<file path="src/rtl/drst_pkg.sv">
`timescale 1ns / 1ps

package drst_pkg;

    // Grid limits
    localparam int MAX_ROWS  = 64;
    localparam int MAX_COLS  = 256;

    // Field and register widths
    localparam int ROW_W     = $clog2(MAX_ROWS);
    localparam int COL_W     = $clog2(MAX_COLS);
    localparam int ROW_CNT_W = ROW_W + 1;
    localparam int COL_CNT_W = COL_W + 1;
    localparam int EDGE_W    = 16;
    localparam int SPAN_W    = 2 * COL_W;

    // Configuration port
    localparam int CFG_IDX_W  = 2;
    localparam int CFG_DATA_W = COL_CNT_W;

    localparam logic [CFG_IDX_W-1:0] REG_ROW_COUNT = CFG_IDX_W'(0);
    localparam logic [CFG_IDX_W-1:0] REG_COL_COUNT = CFG_IDX_W'(1);

    localparam logic [ROW_CNT_W-1:0] ROW_COUNT_RESET = ROW_CNT_W'(24);
    localparam logic [COL_CNT_W-1:0] COL_COUNT_RESET = COL_CNT_W'(80);

    // Command codes
    localparam logic [1:0] CMD_MARK    = 2'd0;
    localparam logic [1:0] CMD_COLLECT = 2'd1;
    localparam logic [1:0] CMD_CLEAR   = 2'd2;

    // Controller to datapath
    typedef struct packed {
        logic load_rect;
        logic init_walk;
        logic clear_store;
        logic issue_mark;
        logic issue_walk;
        logic flush;
    } drst_ctl_t;

    // Datapath to controller
    typedef struct packed {
        logic grid_empty;
        logic rect_empty;
        logic no_rows;
        logic last_row;
    } drst_sts_t;

endpackage

</file>
<file path="src/rtl/drst_ram.sv">
`timescale 1ns / 1ps

module drst_ram #(
    parameter int WIDTH = 16,
    parameter int DEPTH = 64
) (
    input  logic                     clk,
    input  logic                     wr_en,
    input  logic [$clog2(DEPTH)-1:0] wr_addr,
    input  logic [WIDTH-1:0]         wr_data,
    input  logic                     rd_en,
    input  logic [$clog2(DEPTH)-1:0] rd_addr,
    output logic [WIDTH-1:0]         rd_data
);

    logic [WIDTH-1:0] mem [DEPTH];

    always_ff @(posedge clk)
    begin
        if (wr_en)
        begin
            mem[wr_addr] <= wr_data;
        end
        if (rd_en)
        begin
            rd_data <= mem[rd_addr];
        end
    end

endmodule

</file>
<file path="src/rtl/drst_datapath.sv">
`timescale 1ns / 1ps

module drst_datapath (
    input  logic                                    clk,
    input  logic                                    rst_n,
    input  drst_pkg::drst_ctl_t                     ctl,
    output drst_pkg::drst_sts_t                     sts,
    input  logic                                    cfg_wr,
    input  logic [drst_pkg::CFG_IDX_W-1:0]          cfg_index,
    input  logic [drst_pkg::CFG_DATA_W-1:0]         cfg_data,
    input  logic signed [drst_pkg::EDGE_W-1:0]      rect_top,
    input  logic signed [drst_pkg::EDGE_W-1:0]      rect_left,
    input  logic signed [drst_pkg::EDGE_W-1:0]      rect_bottom,
    input  logic signed [drst_pkg::EDGE_W-1:0]      rect_right,
    output logic [drst_pkg::ROW_W-1:0]              region_top,
    output logic [drst_pkg::COL_W-1:0]              region_left,
    output logic [drst_pkg::ROW_W-1:0]              region_bottom,
    output logic [drst_pkg::COL_W-1:0]              region_right,
    output logic                                    last,
    output logic                                    region_valid
);

    import drst_pkg::*;

    // Clamp an edge into [0, hi]
    function automatic logic [COL_CNT_W-1:0] clamp_edge(
        input logic signed [EDGE_W-1:0] v,
        input logic [COL_CNT_W-1:0]     hi
    );
        logic [EDGE_W-1:0] hi_ext;
        hi_ext = EDGE_W'(hi);
        if (v[EDGE_W-1])
            return '0;
        else if ($unsigned(v) > hi_ext)
            return hi;
        else
            return v[COL_CNT_W-1:0];
    endfunction

    logic [ROW_CNT_W-1:0] row_count_reg;
    logic [COL_CNT_W-1:0] col_count_reg;
    logic [ROW_CNT_W-1:0] row_cfg;
    logic [COL_CNT_W-1:0] col_cfg;

    logic [MAX_ROWS-1:0]  dirty_reg;

    logic [ROW_W-1:0]     row_ptr_reg;
    logic [ROW_W-1:0]     end_row_reg;
    logic [COL_W-1:0]     rect_left_reg;
    logic [COL_W-1:0]     rect_right_reg;

    logic                 s1_mark_reg;
    logic                 s1_walk_reg;
    logic [ROW_W-1:0]     s1_row_reg;

    logic                 open_reg;
    logic [ROW_W-1:0]     cur_top_reg;
    logic [ROW_W-1:0]     cur_bot_reg;
    logic [COL_W-1:0]     cur_left_reg;
    logic [COL_W-1:0]     cur_right_reg;

    logic                 region_valid_reg;
    logic                 last_reg;
    logic [ROW_W-1:0]     region_top_reg;
    logic [ROW_W-1:0]     region_bottom_reg;
    logic [COL_W-1:0]     region_left_reg;
    logic [COL_W-1:0]     region_right_reg;

    logic [COL_CNT_W-1:0] row_hi;
    logic [COL_CNT_W-1:0] col_hi;
    logic [ROW_W-1:0]     top_c;
    logic [ROW_W-1:0]     bot_c;
    logic [COL_W-1:0]     left_c;
    logic [COL_W-1:0]     right_c;

    logic                 issue;
    logic [SPAN_W-1:0]    span_rd;
    logic [COL_W-1:0]     span_left;
    logic [COL_W-1:0]     span_right;
    logic                 row_is_dirty;
    logic [COL_W-1:0]     new_left;
    logic [COL_W-1:0]     new_right;
    logic                 joins;
    logic                 walk_hit;
    logic                 emit_run;
    logic                 emit_flush;
    logic                 emit;

    // Rectangle clamp and status
    assign row_hi  = COL_CNT_W'(row_count_reg) - COL_CNT_W'(1);
    assign col_hi  = col_count_reg - COL_CNT_W'(1);
    assign top_c   = ROW_W'(clamp_edge(rect_top, row_hi));
    assign bot_c   = ROW_W'(clamp_edge(rect_bottom, row_hi));
    assign left_c  = COL_W'(clamp_edge(rect_left, col_hi));
    assign right_c = COL_W'(clamp_edge(rect_right, col_hi));

    assign sts.grid_empty = (row_count_reg == '0) || (col_count_reg == '0);
    assign sts.rect_empty = (top_c > bot_c) || (left_c > right_c);
    assign sts.no_rows    = (row_count_reg == '0);
    assign sts.last_row   = (row_ptr_reg == end_row_reg);

    assign row_cfg = cfg_data[ROW_CNT_W-1:0];
    assign col_cfg = cfg_data[COL_CNT_W-1:0];

    // Span store: read at issue, merge and write back in the following cycle
    assign issue = ctl.issue_mark || ctl.issue_walk;

    drst_ram #(
        .WIDTH (SPAN_W),
        .DEPTH (MAX_ROWS)
    ) u_span_ram (
        .clk     (clk),
        .wr_en   (s1_mark_reg),
        .wr_addr (s1_row_reg),
        .wr_data ({new_left, new_right}),
        .rd_en   (issue),
        .rd_addr (row_ptr_reg),
        .rd_data (span_rd)
    );

    assign span_left    = span_rd[SPAN_W-1:COL_W];
    assign span_right   = span_rd[COL_W-1:0];
    assign row_is_dirty = dirty_reg[s1_row_reg];

    assign new_left  = (row_is_dirty && (span_left < rect_left_reg)) ? span_left : rect_left_reg;
    assign new_right = (row_is_dirty && (span_right > rect_right_reg)) ? span_right
                                                                       : rect_right_reg;

    assign joins = open_reg && (span_left == cur_left_reg) && (span_right == cur_right_reg)
                   && ((ROW_CNT_W'(cur_bot_reg) + ROW_CNT_W'(1)) == ROW_CNT_W'(s1_row_reg));
    assign walk_hit   = s1_walk_reg && row_is_dirty;
    assign emit_run   = walk_hit && open_reg && !joins;
    assign emit_flush = ctl.flush && open_reg;
    assign emit       = emit_run || emit_flush;

    // Control state
    always_ff @(posedge clk or negedge rst_n)
    begin
        if (!rst_n)
        begin
            row_count_reg    <= ROW_COUNT_RESET;
            col_count_reg    <= COL_COUNT_RESET;
            dirty_reg        <= '0;
            s1_mark_reg      <= 1'b0;
            s1_walk_reg      <= 1'b0;
            open_reg         <= 1'b0;
            region_valid_reg <= 1'b0;
        end
        else
        begin
            s1_mark_reg      <= ctl.issue_mark;
            s1_walk_reg      <= ctl.issue_walk;
            region_valid_reg <= emit;

            if (cfg_wr && (cfg_index == REG_ROW_COUNT))
            begin
                row_count_reg <= (row_cfg > ROW_CNT_W'(MAX_ROWS)) ? ROW_CNT_W'(MAX_ROWS)
                                                                  : row_cfg;
            end
            if (cfg_wr && (cfg_index == REG_COL_COUNT))
            begin
                col_count_reg <= (col_cfg > COL_CNT_W'(MAX_COLS)) ? COL_CNT_W'(MAX_COLS)
                                                                  : col_cfg;
            end

            priority if (ctl.clear_store ||
                         (cfg_wr && ((cfg_index == REG_ROW_COUNT) ||
                                     (cfg_index == REG_COL_COUNT))))
            begin
                dirty_reg <= '0;
            end
            else if (s1_mark_reg)
            begin
                dirty_reg[s1_row_reg] <= 1'b1;
            end
            else
            begin
                dirty_reg <= dirty_reg;
            end

            priority if (ctl.init_walk || ctl.flush)
            begin
                open_reg <= 1'b0;
            end
            else if (walk_hit)
            begin
                open_reg <= 1'b1;
            end
            else
            begin
                open_reg <= open_reg;
            end
        end
    end

    // Pointers, run under construction and result payload
    always_ff @(posedge clk)
    begin
        if (ctl.load_rect)
        begin
            row_ptr_reg    <= top_c;
            end_row_reg    <= bot_c;
            rect_left_reg  <= left_c;
            rect_right_reg <= right_c;
        end
        else if (ctl.init_walk)
        begin
            row_ptr_reg <= '0;
            end_row_reg <= ROW_W'(row_count_reg - ROW_CNT_W'(1));
        end
        else if (issue)
        begin
            row_ptr_reg <= row_ptr_reg + ROW_W'(1);
        end

        if (issue)
        begin
            s1_row_reg <= row_ptr_reg;
        end

        if (walk_hit)
        begin
            cur_bot_reg <= s1_row_reg;
            if (!joins)
            begin
                cur_top_reg   <= s1_row_reg;
                cur_left_reg  <= span_left;
                cur_right_reg <= span_right;
            end
        end

        if (emit)
        begin
            region_top_reg    <= cur_top_reg;
            region_bottom_reg <= cur_bot_reg;
            region_left_reg   <= cur_left_reg;
            region_right_reg  <= cur_right_reg;
            last_reg          <= emit_flush;
        end
    end

    assign region_valid  = region_valid_reg;
    assign region_top    = region_top_reg;
    assign region_bottom = region_bottom_reg;
    assign region_left   = region_left_reg;
    assign region_right  = region_right_reg;
    assign last          = last_reg;

    a_one_stage1_op: assert property (@(posedge clk) disable iff (!rst_n)
        !(s1_mark_reg && s1_walk_reg))
        else $error("mark and walk both occupy the span stage");

    a_last_closes: assert property (@(posedge clk) disable iff (!rst_n)
        (region_valid_reg && last_reg) |=> !region_valid_reg)
        else $error("region emitted right after the final region");

    a_region_ordered: assert property (@(posedge clk) disable iff (!rst_n)
        region_valid_reg |-> ((region_top_reg <= region_bottom_reg) &&
                              (region_left_reg <= region_right_reg)))
        else $error("emitted region has reversed edges");

endmodule

</file>
<file path="src/rtl/drst_ctrl.sv">
`timescale 1ns / 1ps

module drst_ctrl (
    input  logic                clk,
    input  logic                rst_n,
    input  logic                start,
    input  logic [1:0]          cmd,
    input  drst_pkg::drst_sts_t sts,
    output drst_pkg::drst_ctl_t ctl,
    output logic                busy
);

    import drst_pkg::*;

    typedef enum logic [2:0] {
        S_IDLE,
        S_MARK,
        S_MARK_DRAIN,
        S_WALK,
        S_WALK_DRAIN,
        S_FLUSH
    } state_t;

    state_t state_reg;
    state_t state_next;
    logic   busy_reg;

    always_comb
    begin
        state_next = state_reg;
        ctl        = '0;
        unique case (state_reg)
            S_IDLE:
            begin
                if (start)
                begin
                    priority if (cmd == CMD_MARK)
                    begin
                        if (!sts.grid_empty && !sts.rect_empty)
                        begin
                            ctl.load_rect = 1'b1;
                            state_next    = S_MARK;
                        end
                    end
                    else if (cmd == CMD_COLLECT)
                    begin
                        ctl.init_walk = 1'b1;
                        state_next    = sts.no_rows ? S_FLUSH : S_WALK;
                    end
                    else if (cmd == CMD_CLEAR)
                    begin
                        ctl.clear_store = 1'b1;
                    end
                    else
                    begin
                        state_next = S_IDLE;
                    end
                end
            end
            S_MARK:
            begin
                ctl.issue_mark = 1'b1;
                if (sts.last_row)
                    state_next = S_MARK_DRAIN;
            end
            S_MARK_DRAIN:
            begin
                state_next = S_IDLE;
            end
            S_WALK:
            begin
                ctl.issue_walk = 1'b1;
                if (sts.last_row)
                    state_next = S_WALK_DRAIN;
            end
            S_WALK_DRAIN:
            begin
                state_next = S_FLUSH;
            end
            S_FLUSH:
            begin
                ctl.flush  = 1'b1;
                state_next = S_IDLE;
            end
            default:
            begin
                state_next = S_IDLE;
            end
        endcase
    end

    always_ff @(posedge clk or negedge rst_n)
    begin
        if (!rst_n)
        begin
            state_reg <= S_IDLE;
            busy_reg  <= 1'b0;
        end
        else
        begin
            state_reg <= state_next;
            busy_reg  <= (state_next != S_IDLE);
        end
    end

    assign busy = busy_reg;

    a_collect_busy: assert property (@(posedge clk) disable iff (!rst_n)
        (start && !busy_reg && (cmd == CMD_COLLECT)) |=> busy_reg)
        else $error("collect accepted without raising busy");

    a_flush_ends: assert property (@(posedge clk) disable iff (!rst_n)
        ctl.flush |=> !busy_reg)
        else $error("busy still high after flush");

    a_no_issue_idle: assert property (@(posedge clk) disable iff (!rst_n)
        !busy_reg |-> !(ctl.issue_mark || ctl.issue_walk || ctl.flush))
        else $error("row walk issued while idle");

endmodule

</file>
<file path="src/rtl/dirty_row_span_tracker.sv">
// Mark: busy through S_MARK for each covered row after clamping (1..64) and S_MARK_DRAIN;
//   one read-merge-write of the span RAM per row. Empty marks, clear and code 3 never raise busy.
// Collect: busy through S_WALK per row in use, S_WALK_DRAIN and S_FLUSH, or only S_FLUSH
//   when row_count is 0; regions stream out one per cycle at most, each strobe lasting one
//   cycle, the final one in the first cycle with busy low again. The receiver cannot stall.
// Reset: row_count 24, col_count 80, every dirty bit cleared at once; no clearing pass.
`timescale 1ns / 1ps

module dirty_row_span_tracker (
    input  logic                                clk,
    input  logic                                rst_n,

    // Command channel
    input  logic                                start,
    output logic                                busy,
    input  logic [1:0]                          cmd,
    input  logic signed [drst_pkg::EDGE_W-1:0]  rect_top,
    input  logic signed [drst_pkg::EDGE_W-1:0]  rect_left,
    input  logic signed [drst_pkg::EDGE_W-1:0]  rect_bottom,
    input  logic signed [drst_pkg::EDGE_W-1:0]  rect_right,

    // Configuration write channel
    input  logic                                cfg_valid,
    output logic                                cfg_ready,
    input  logic [drst_pkg::CFG_IDX_W-1:0]      cfg_index,
    input  logic [drst_pkg::CFG_DATA_W-1:0]     cfg_data,

    // Region results
    output logic                                region_valid,
    output logic [drst_pkg::ROW_W-1:0]          region_top,
    output logic [drst_pkg::COL_W-1:0]          region_left,
    output logic [drst_pkg::ROW_W-1:0]          region_bottom,
    output logic [drst_pkg::COL_W-1:0]          region_right,
    output logic                                last
);

    import drst_pkg::*;

    drst_ctl_t ctl;
    drst_sts_t sts;
    logic      cfg_wr;

    // Take configuration transactions only while no command is in flight or
    // being offered; either size write also empties the dirty store.
    assign cfg_ready = ~busy && ~start;
    assign cfg_wr    = cfg_valid && cfg_ready;

    // Sequencer: decode the command, step the row pointer across the covered
    // rows (mark) or across all rows in use (collect), then drain the span
    // stage and, for collect, flush the last open region.
    drst_ctrl u_ctrl (
        .clk   (clk),
        .rst_n (rst_n),
        .start (start),
        .cmd   (cmd),
        .sts   (sts),
        .ctl   (ctl),
        .busy  (busy)
    );

    // Datapath: size registers, edge clamp, dirty bits in flops, span RAM
    // with a registered read-merge-write stage, run merger and result register.
    drst_datapath u_datapath (
        .clk           (clk),
        .rst_n         (rst_n),
        .ctl           (ctl),
        .sts           (sts),
        .cfg_wr        (cfg_wr),
        .cfg_index     (cfg_index),
        .cfg_data      (cfg_data),
        .rect_top      (rect_top),
        .rect_left     (rect_left),
        .rect_bottom   (rect_bottom),
        .rect_right    (rect_right),
        .region_top    (region_top),
        .region_left   (region_left),
        .region_bottom (region_bottom),
        .region_right  (region_right),
        .last          (last),
        .region_valid  (region_valid)
    );

endmodule
</file>
<file path="config.mk">
export PLATFORM = sky130hd
export DESIGN_NAME = dirty_row_span_tracker
export DESIGN_NICKNAME = d
export VERILOG_FILES = /design/src/rtl/drst_pkg.sv /design/src/rtl/drst_ram.sv /design/src/rtl/drst_datapath.sv /design/src/rtl/drst_ctrl.sv /design/src/rtl/dirty_row_span_tracker.sv
export SDC_FILE = /design/constraint.sdc
export NUM_CORES = 1
export LEC_CHECK = 0
export BUFFER_PORTS_ARGS = -buffer_cell sky130_fd_sc_hd__buf_2
export CAP_MARGIN = 10
export CORE_MARGIN = 2
export CORE_UTILIZATION = 30
export CTS_CLUSTER_DIAMETER = 150
export CTS_CLUSTER_SIZE = 16
export DETAILED_ROUTE_END_ITERATION = 10
export PLACE_DENSITY = 0.57
export SLEW_MARGIN = 30
export SYNTH_ARGS = -nofsm -noshare
export SYNTH_HDL_FRONTEND = slang
export SYNTH_HIERARCHICAL = 1
export SYNTH_SLANG_ARGS = --single-unit
</file>
<file path="constraint.sdc">
create_clock -name clk -period 7.3 [get_ports clk]
set_input_delay 1.095 -clock clk [delete_from_list [all_inputs] [get_ports clk]]
set_output_delay 1.095 -clock clk [all_outputs]
set_load 0.005 [all_outputs]
</file>
==> implementation parameters <==
Parameter                              Value

Timing
  Number of max-slew violations in the final report ... 0
  Worst clock skew ... 0.0451 ns
  Setup-failing EPs final ... 0
  Tightest Pin Transition ... 0.963 ns
  Hold slack ... 0.305 ns
  Share of the clock period used by the worst path ... 0.897
  Highest Clock Rate ... 153 MHz
  Setup TNS Final ... 0 ns
  Setup repair after global routing missed its margin ... no
  Final setup slack of the worst path ... 0.751 ns
  Headroom to the max-slew limit ... 0.355
  Final Hold Fails ... 0
  Final worst path period need ... 6.55 ns

Synthesis
  Cell types occupying the most area after synthesis ... sky130_fd_sc_hd__edfxtp_1, sky130_fd_sc_hd__mux4_2, sky130_fd_sc_hd__dfrtp_1
  Yosys top cell area share ... 0.676
  Most common flop cell mapped by yosys ... sky130_fd_sc_hd__edfxtp_1
  Yosys warning count ... 6
  Seq cells post-synth ... 1219
  Syn_nets ... 2906
  Async SR Flop Fraction ... 0.0722
  Count of cell types in the netlist ... 83
  Top cell type by total area after synthesis ... sky130_fd_sc_hd__edfxtp_1
  Post-synthesis instance total ... 2763
  Seq/Total Area, Yosys ... 0.720
  EDFF count, synth ... 1131
  Cell Area, Synth ... 0.0503 mm²
  Mean post-synth cell area ... 18.2 µm²

Clock tree
  Buffer cell driving the clock tree root ... sky130_fd_sc_hd__clkbuf_16
  TritonCTS buffer count ... 86
  Longest Clk Path Bufs ... 3
  Quantity of gates resized following cts ... 0
  Clock latency of the later-clocked register in the worst-skew pair ... 0.69 ns
  Clock-pin slew reported for the worst setup and hold paths after clock tree synthesis ... 0.08 ns
  Setup repair bufs after CTS ... 0
  Hold buffers post-CTS ... 0
  Clock tree from TritonCTS ... done
  Clock Sinks ... 1219
  Depth of the CTS H-tree ... 3

Routing
  First-pass iteration count of the detailed router ... 5
  Per-cell routed wire length ... 23.8 µm
  Average vias per placed instance ... 5.04
  Routed via count ... 26100
  Antenna viol nets, final ... 0
  Iteration-0 DRC count of the detailed router ... 2667
  Detailed Route WL ... 123 mm
  Drc violations ... 0

Global routing
  Number of global-route vias before repair ... 25800
  Wire length of the first global-routing pass ... 181 mm
  Pin count of the biggest net entering global routing ... 121
  Antenna violations before repair ... 2
  Total track usage ... 0.143
  Total global routing overflow ... 0

Run
  Max-cap violations ... 0

Floorplan
  Initial Utilization ... 0.301
  Number of top-level design ports ... 113
  Core Box Area ... 0.167 mm²
  Die X-Extent ... 413 µm
  Die Span Y ... 413 µm
  Total Die Area ... 0.171 mm²
  Placement row count ... 150

Final layout
  Area growth from synthesis to layout ... 11.5%
  Post-layout nets ... 3083
  Share of cells above drive strength 1 ... 0.220
  Antenna diode count ... 0
  Number of flip-flops under the largest register name ... 1024
  Final cell count without fillers ... 5174

Placed design
  Global placement routability congestion ... 0.827
  HPWL after detailed placement ... 75.4 mm
  Placed cell count ... 5055
  Placement-stage worst setup slack ... 0.845 ns
  Port buffer count ... 112

Min path
  Class of the most critical hold timing path ... input pin to asynchronous set/reset pin

Worst setup path
  Worst Path Arrival ... 7.09 ns
  Crit end category ... flip-flop
  Startpoint-to-endpoint class of the critical path ... flip-flop to flip-flop
  Worst Path Max Fanout ... 19
  Worst setup SP type ... flip-flop
  Endpoint required time on the critical path ... 7.84 ns

Pwr
  Pwr dens ... 389 mW/mm²
  Leakage ... 0.0183 µW
  Peak supply drop ... 0.376 mV

Outcome
  Status ... complete, no violations
==> cell usage after synthesis, drive strengths merged, types with 10 or more instances <==
| cell type | n |
|---|---|
| a221o | 15 |
| buf | 89 |
| a221oi | 19 |
| mux2i | 108 |
| and3 | 14 |
| a22oi | 40 |
| mux2 | 64 |
| nand4 | 25 |
| mux4 | 232 |
| inv | 41 |
| nor4 | 14 |
| a31oi | 14 |
| ha | 62 |
| nor2b | 48 |
| nand2 | 96 |
| nor3b | 10 |
| xor2 | 27 |
| nor3 | 24 |
| o21ai | 45 |
| edfxtp | 1131 |
| nand2b | 28 |
| nand3 | 39 |
| clkbuf | 47 |
| nor2 | 201 |
| a211o | 15 |
| xnor2 | 19 |
| dfrtp | 84 |
| a21oi | 86 |
==> final timing paths <==
check | end | cells after the start | slack, ns | start
min in group clk | u_datapath/region_top[5] | 0 | 0.42 | u_datapath/cur_top_reg[5]
max in group asynchronous | u_datapath/dirty_reg[20] | 2 | 6.04 | rst_n
worst min-delay path | u_datapath/col_count_reg[7] | 1 | 0.31 | rst_n
worst max register to register | u_datapath/row_ptr_reg[3] | 25 | 0.75 | u_datapath/row_count_reg[2]
worst min register to register | u_datapath/region_top[5] | 0 | 0.42 | u_datapath/cur_top_reg[5]
worst max-delay path | u_datapath/row_ptr_reg[3] | 25 | 0.75 | u_datapath/row_count_reg[2]
==> logic make-up after synthesis <==
group | synth area share
DFF | 0.720
adders and majority gates | 0.0159
AOI/OAI and AO/OA | 0.0425
muxes | 0.140
buffers and inverters | 0.0206
xor gates and xnor gates | 0.00802
and+or+nand+nor | 0.0533
==> metrics by stage <==
| stage | util | area, µm² | power [µW] |
|---|---|---|---|
| 2_1_floorplan | - | 50300 | 14800 |
| 3_3_place_gp | 0.322 | 53600 | 17500 |
| 3_5_place_dp | 0.322 | 53700 | 17600 |
| 4_1_cts | 0.336 | 56000 | 22000 |
| 5_1_grt | 0.336 | 56100 | 22900 |
| 6_report | 0.336 | 56100 | 21800 |
==> layout by cell type, fill, tap and decap left out, types with 25 or more instances in the layout <==
master	Yosys	final
sky130_fd_sc_hd__a21oi_1	86	86
sky130_fd_sc_hd__a22oi_1	40	40
sky130_fd_sc_hd__buf_2	41	111
sky130_fd_sc_hd__buf_4	13	106
sky130_fd_sc_hd__clkbuf_1	44	25
sky130_fd_sc_hd__clkbuf_16	0	88
sky130_fd_sc_hd__dfrtp_1	84	84
sky130_fd_sc_hd__edfxtp_1	1131	1131
sky130_fd_sc_hd__ha_1	62	62
sky130_fd_sc_hd__inv_1	41	41
sky130_fd_sc_hd__mux2_2	61	61
sky130_fd_sc_hd__mux2i_1	108	108
sky130_fd_sc_hd__mux4_2	228	228
sky130_fd_sc_hd__nand2_1	95	95
sky130_fd_sc_hd__nand2b_1	28	28
sky130_fd_sc_hd__nand3_1	39	39
sky130_fd_sc_hd__nand4_1	25	25
sky130_fd_sc_hd__nor2_1	199	196
sky130_fd_sc_hd__nor2b_1	48	46
sky130_fd_sc_hd__o21ai_0	39	39
sky130_fd_sc_hd__xor2_1	27	27
==> cell type report <==
class                   instances  area, µm²
fillers                     15700     111000
well taps                    2204       2760
repair buffers                225       1490
clock buffers                 113       2300
inverters                      41        154
multi-input cells            1367      13100
clock inverters                 5       58.8
flip-flops and latches       1219      36200
==> critical path: stages (launching register included) <==
cell                       delay, ns
sky130_fd_sc_hd__dfrtp_1        0.42
sky130_fd_sc_hd__nor3_1         0.33
sky130_fd_sc_hd__nor3b_1        0.28
sky130_fd_sc_hd__xor2_1         0.49
sky130_fd_sc_hd__inv_1          0.16
sky130_fd_sc_hd__ha_1           0.33
sky130_fd_sc_hd__a21oi_1        0.15
sky130_fd_sc_hd__nor2b_1        0.05
sky130_fd_sc_hd__o21ai_0        0.13
sky130_fd_sc_hd__or4b_2         0.59
sky130_fd_sc_hd__o21ai_1        0.14
sky130_fd_sc_hd__buf_4          0.25
sky130_fd_sc_hd__mux2i_1        0.10
sky130_fd_sc_hd__or2_2          0.28
sky130_fd_sc_hd__ha_1           0.28
sky130_fd_sc_hd__nor2b_1        0.13
sky130_fd_sc_hd__o21a_1         0.17
sky130_fd_sc_hd__o21a_1         0.16
sky130_fd_sc_hd__o21ai_0        0.16
sky130_fd_sc_hd__nand2b_1       0.08
sky130_fd_sc_hd__a21oi_1        0.13
sky130_fd_sc_hd__o21ai_0        0.21
sky130_fd_sc_hd__nor4_4         0.30
sky130_fd_sc_hd__buf_4          0.23
sky130_fd_sc_hd__nor3b_1        0.61
sky130_fd_sc_hd__a221o_1        0.27
==> routing by layer <==
metal	vias to the layer above	wire, µm	share of wire	GRT usage
li1	11400	-	-	-
met1	13800	56000	0.46	0.206
met2	801	57700	0.47	0.228
met3	118	7160	0.058	0.0234
met4	0	2070	0.017	0.0281
met5	-	0	0	0
==> report_power, final <==
group          switching (µW)  internal (µW)  leakage (µW)
sequential                438           9080        0.0114
clock                    2280           2190       0.00114
combinational            4920           2880       0.00582
total                    7640          14200        0.0183
Power figures use the tool's default switching activity.
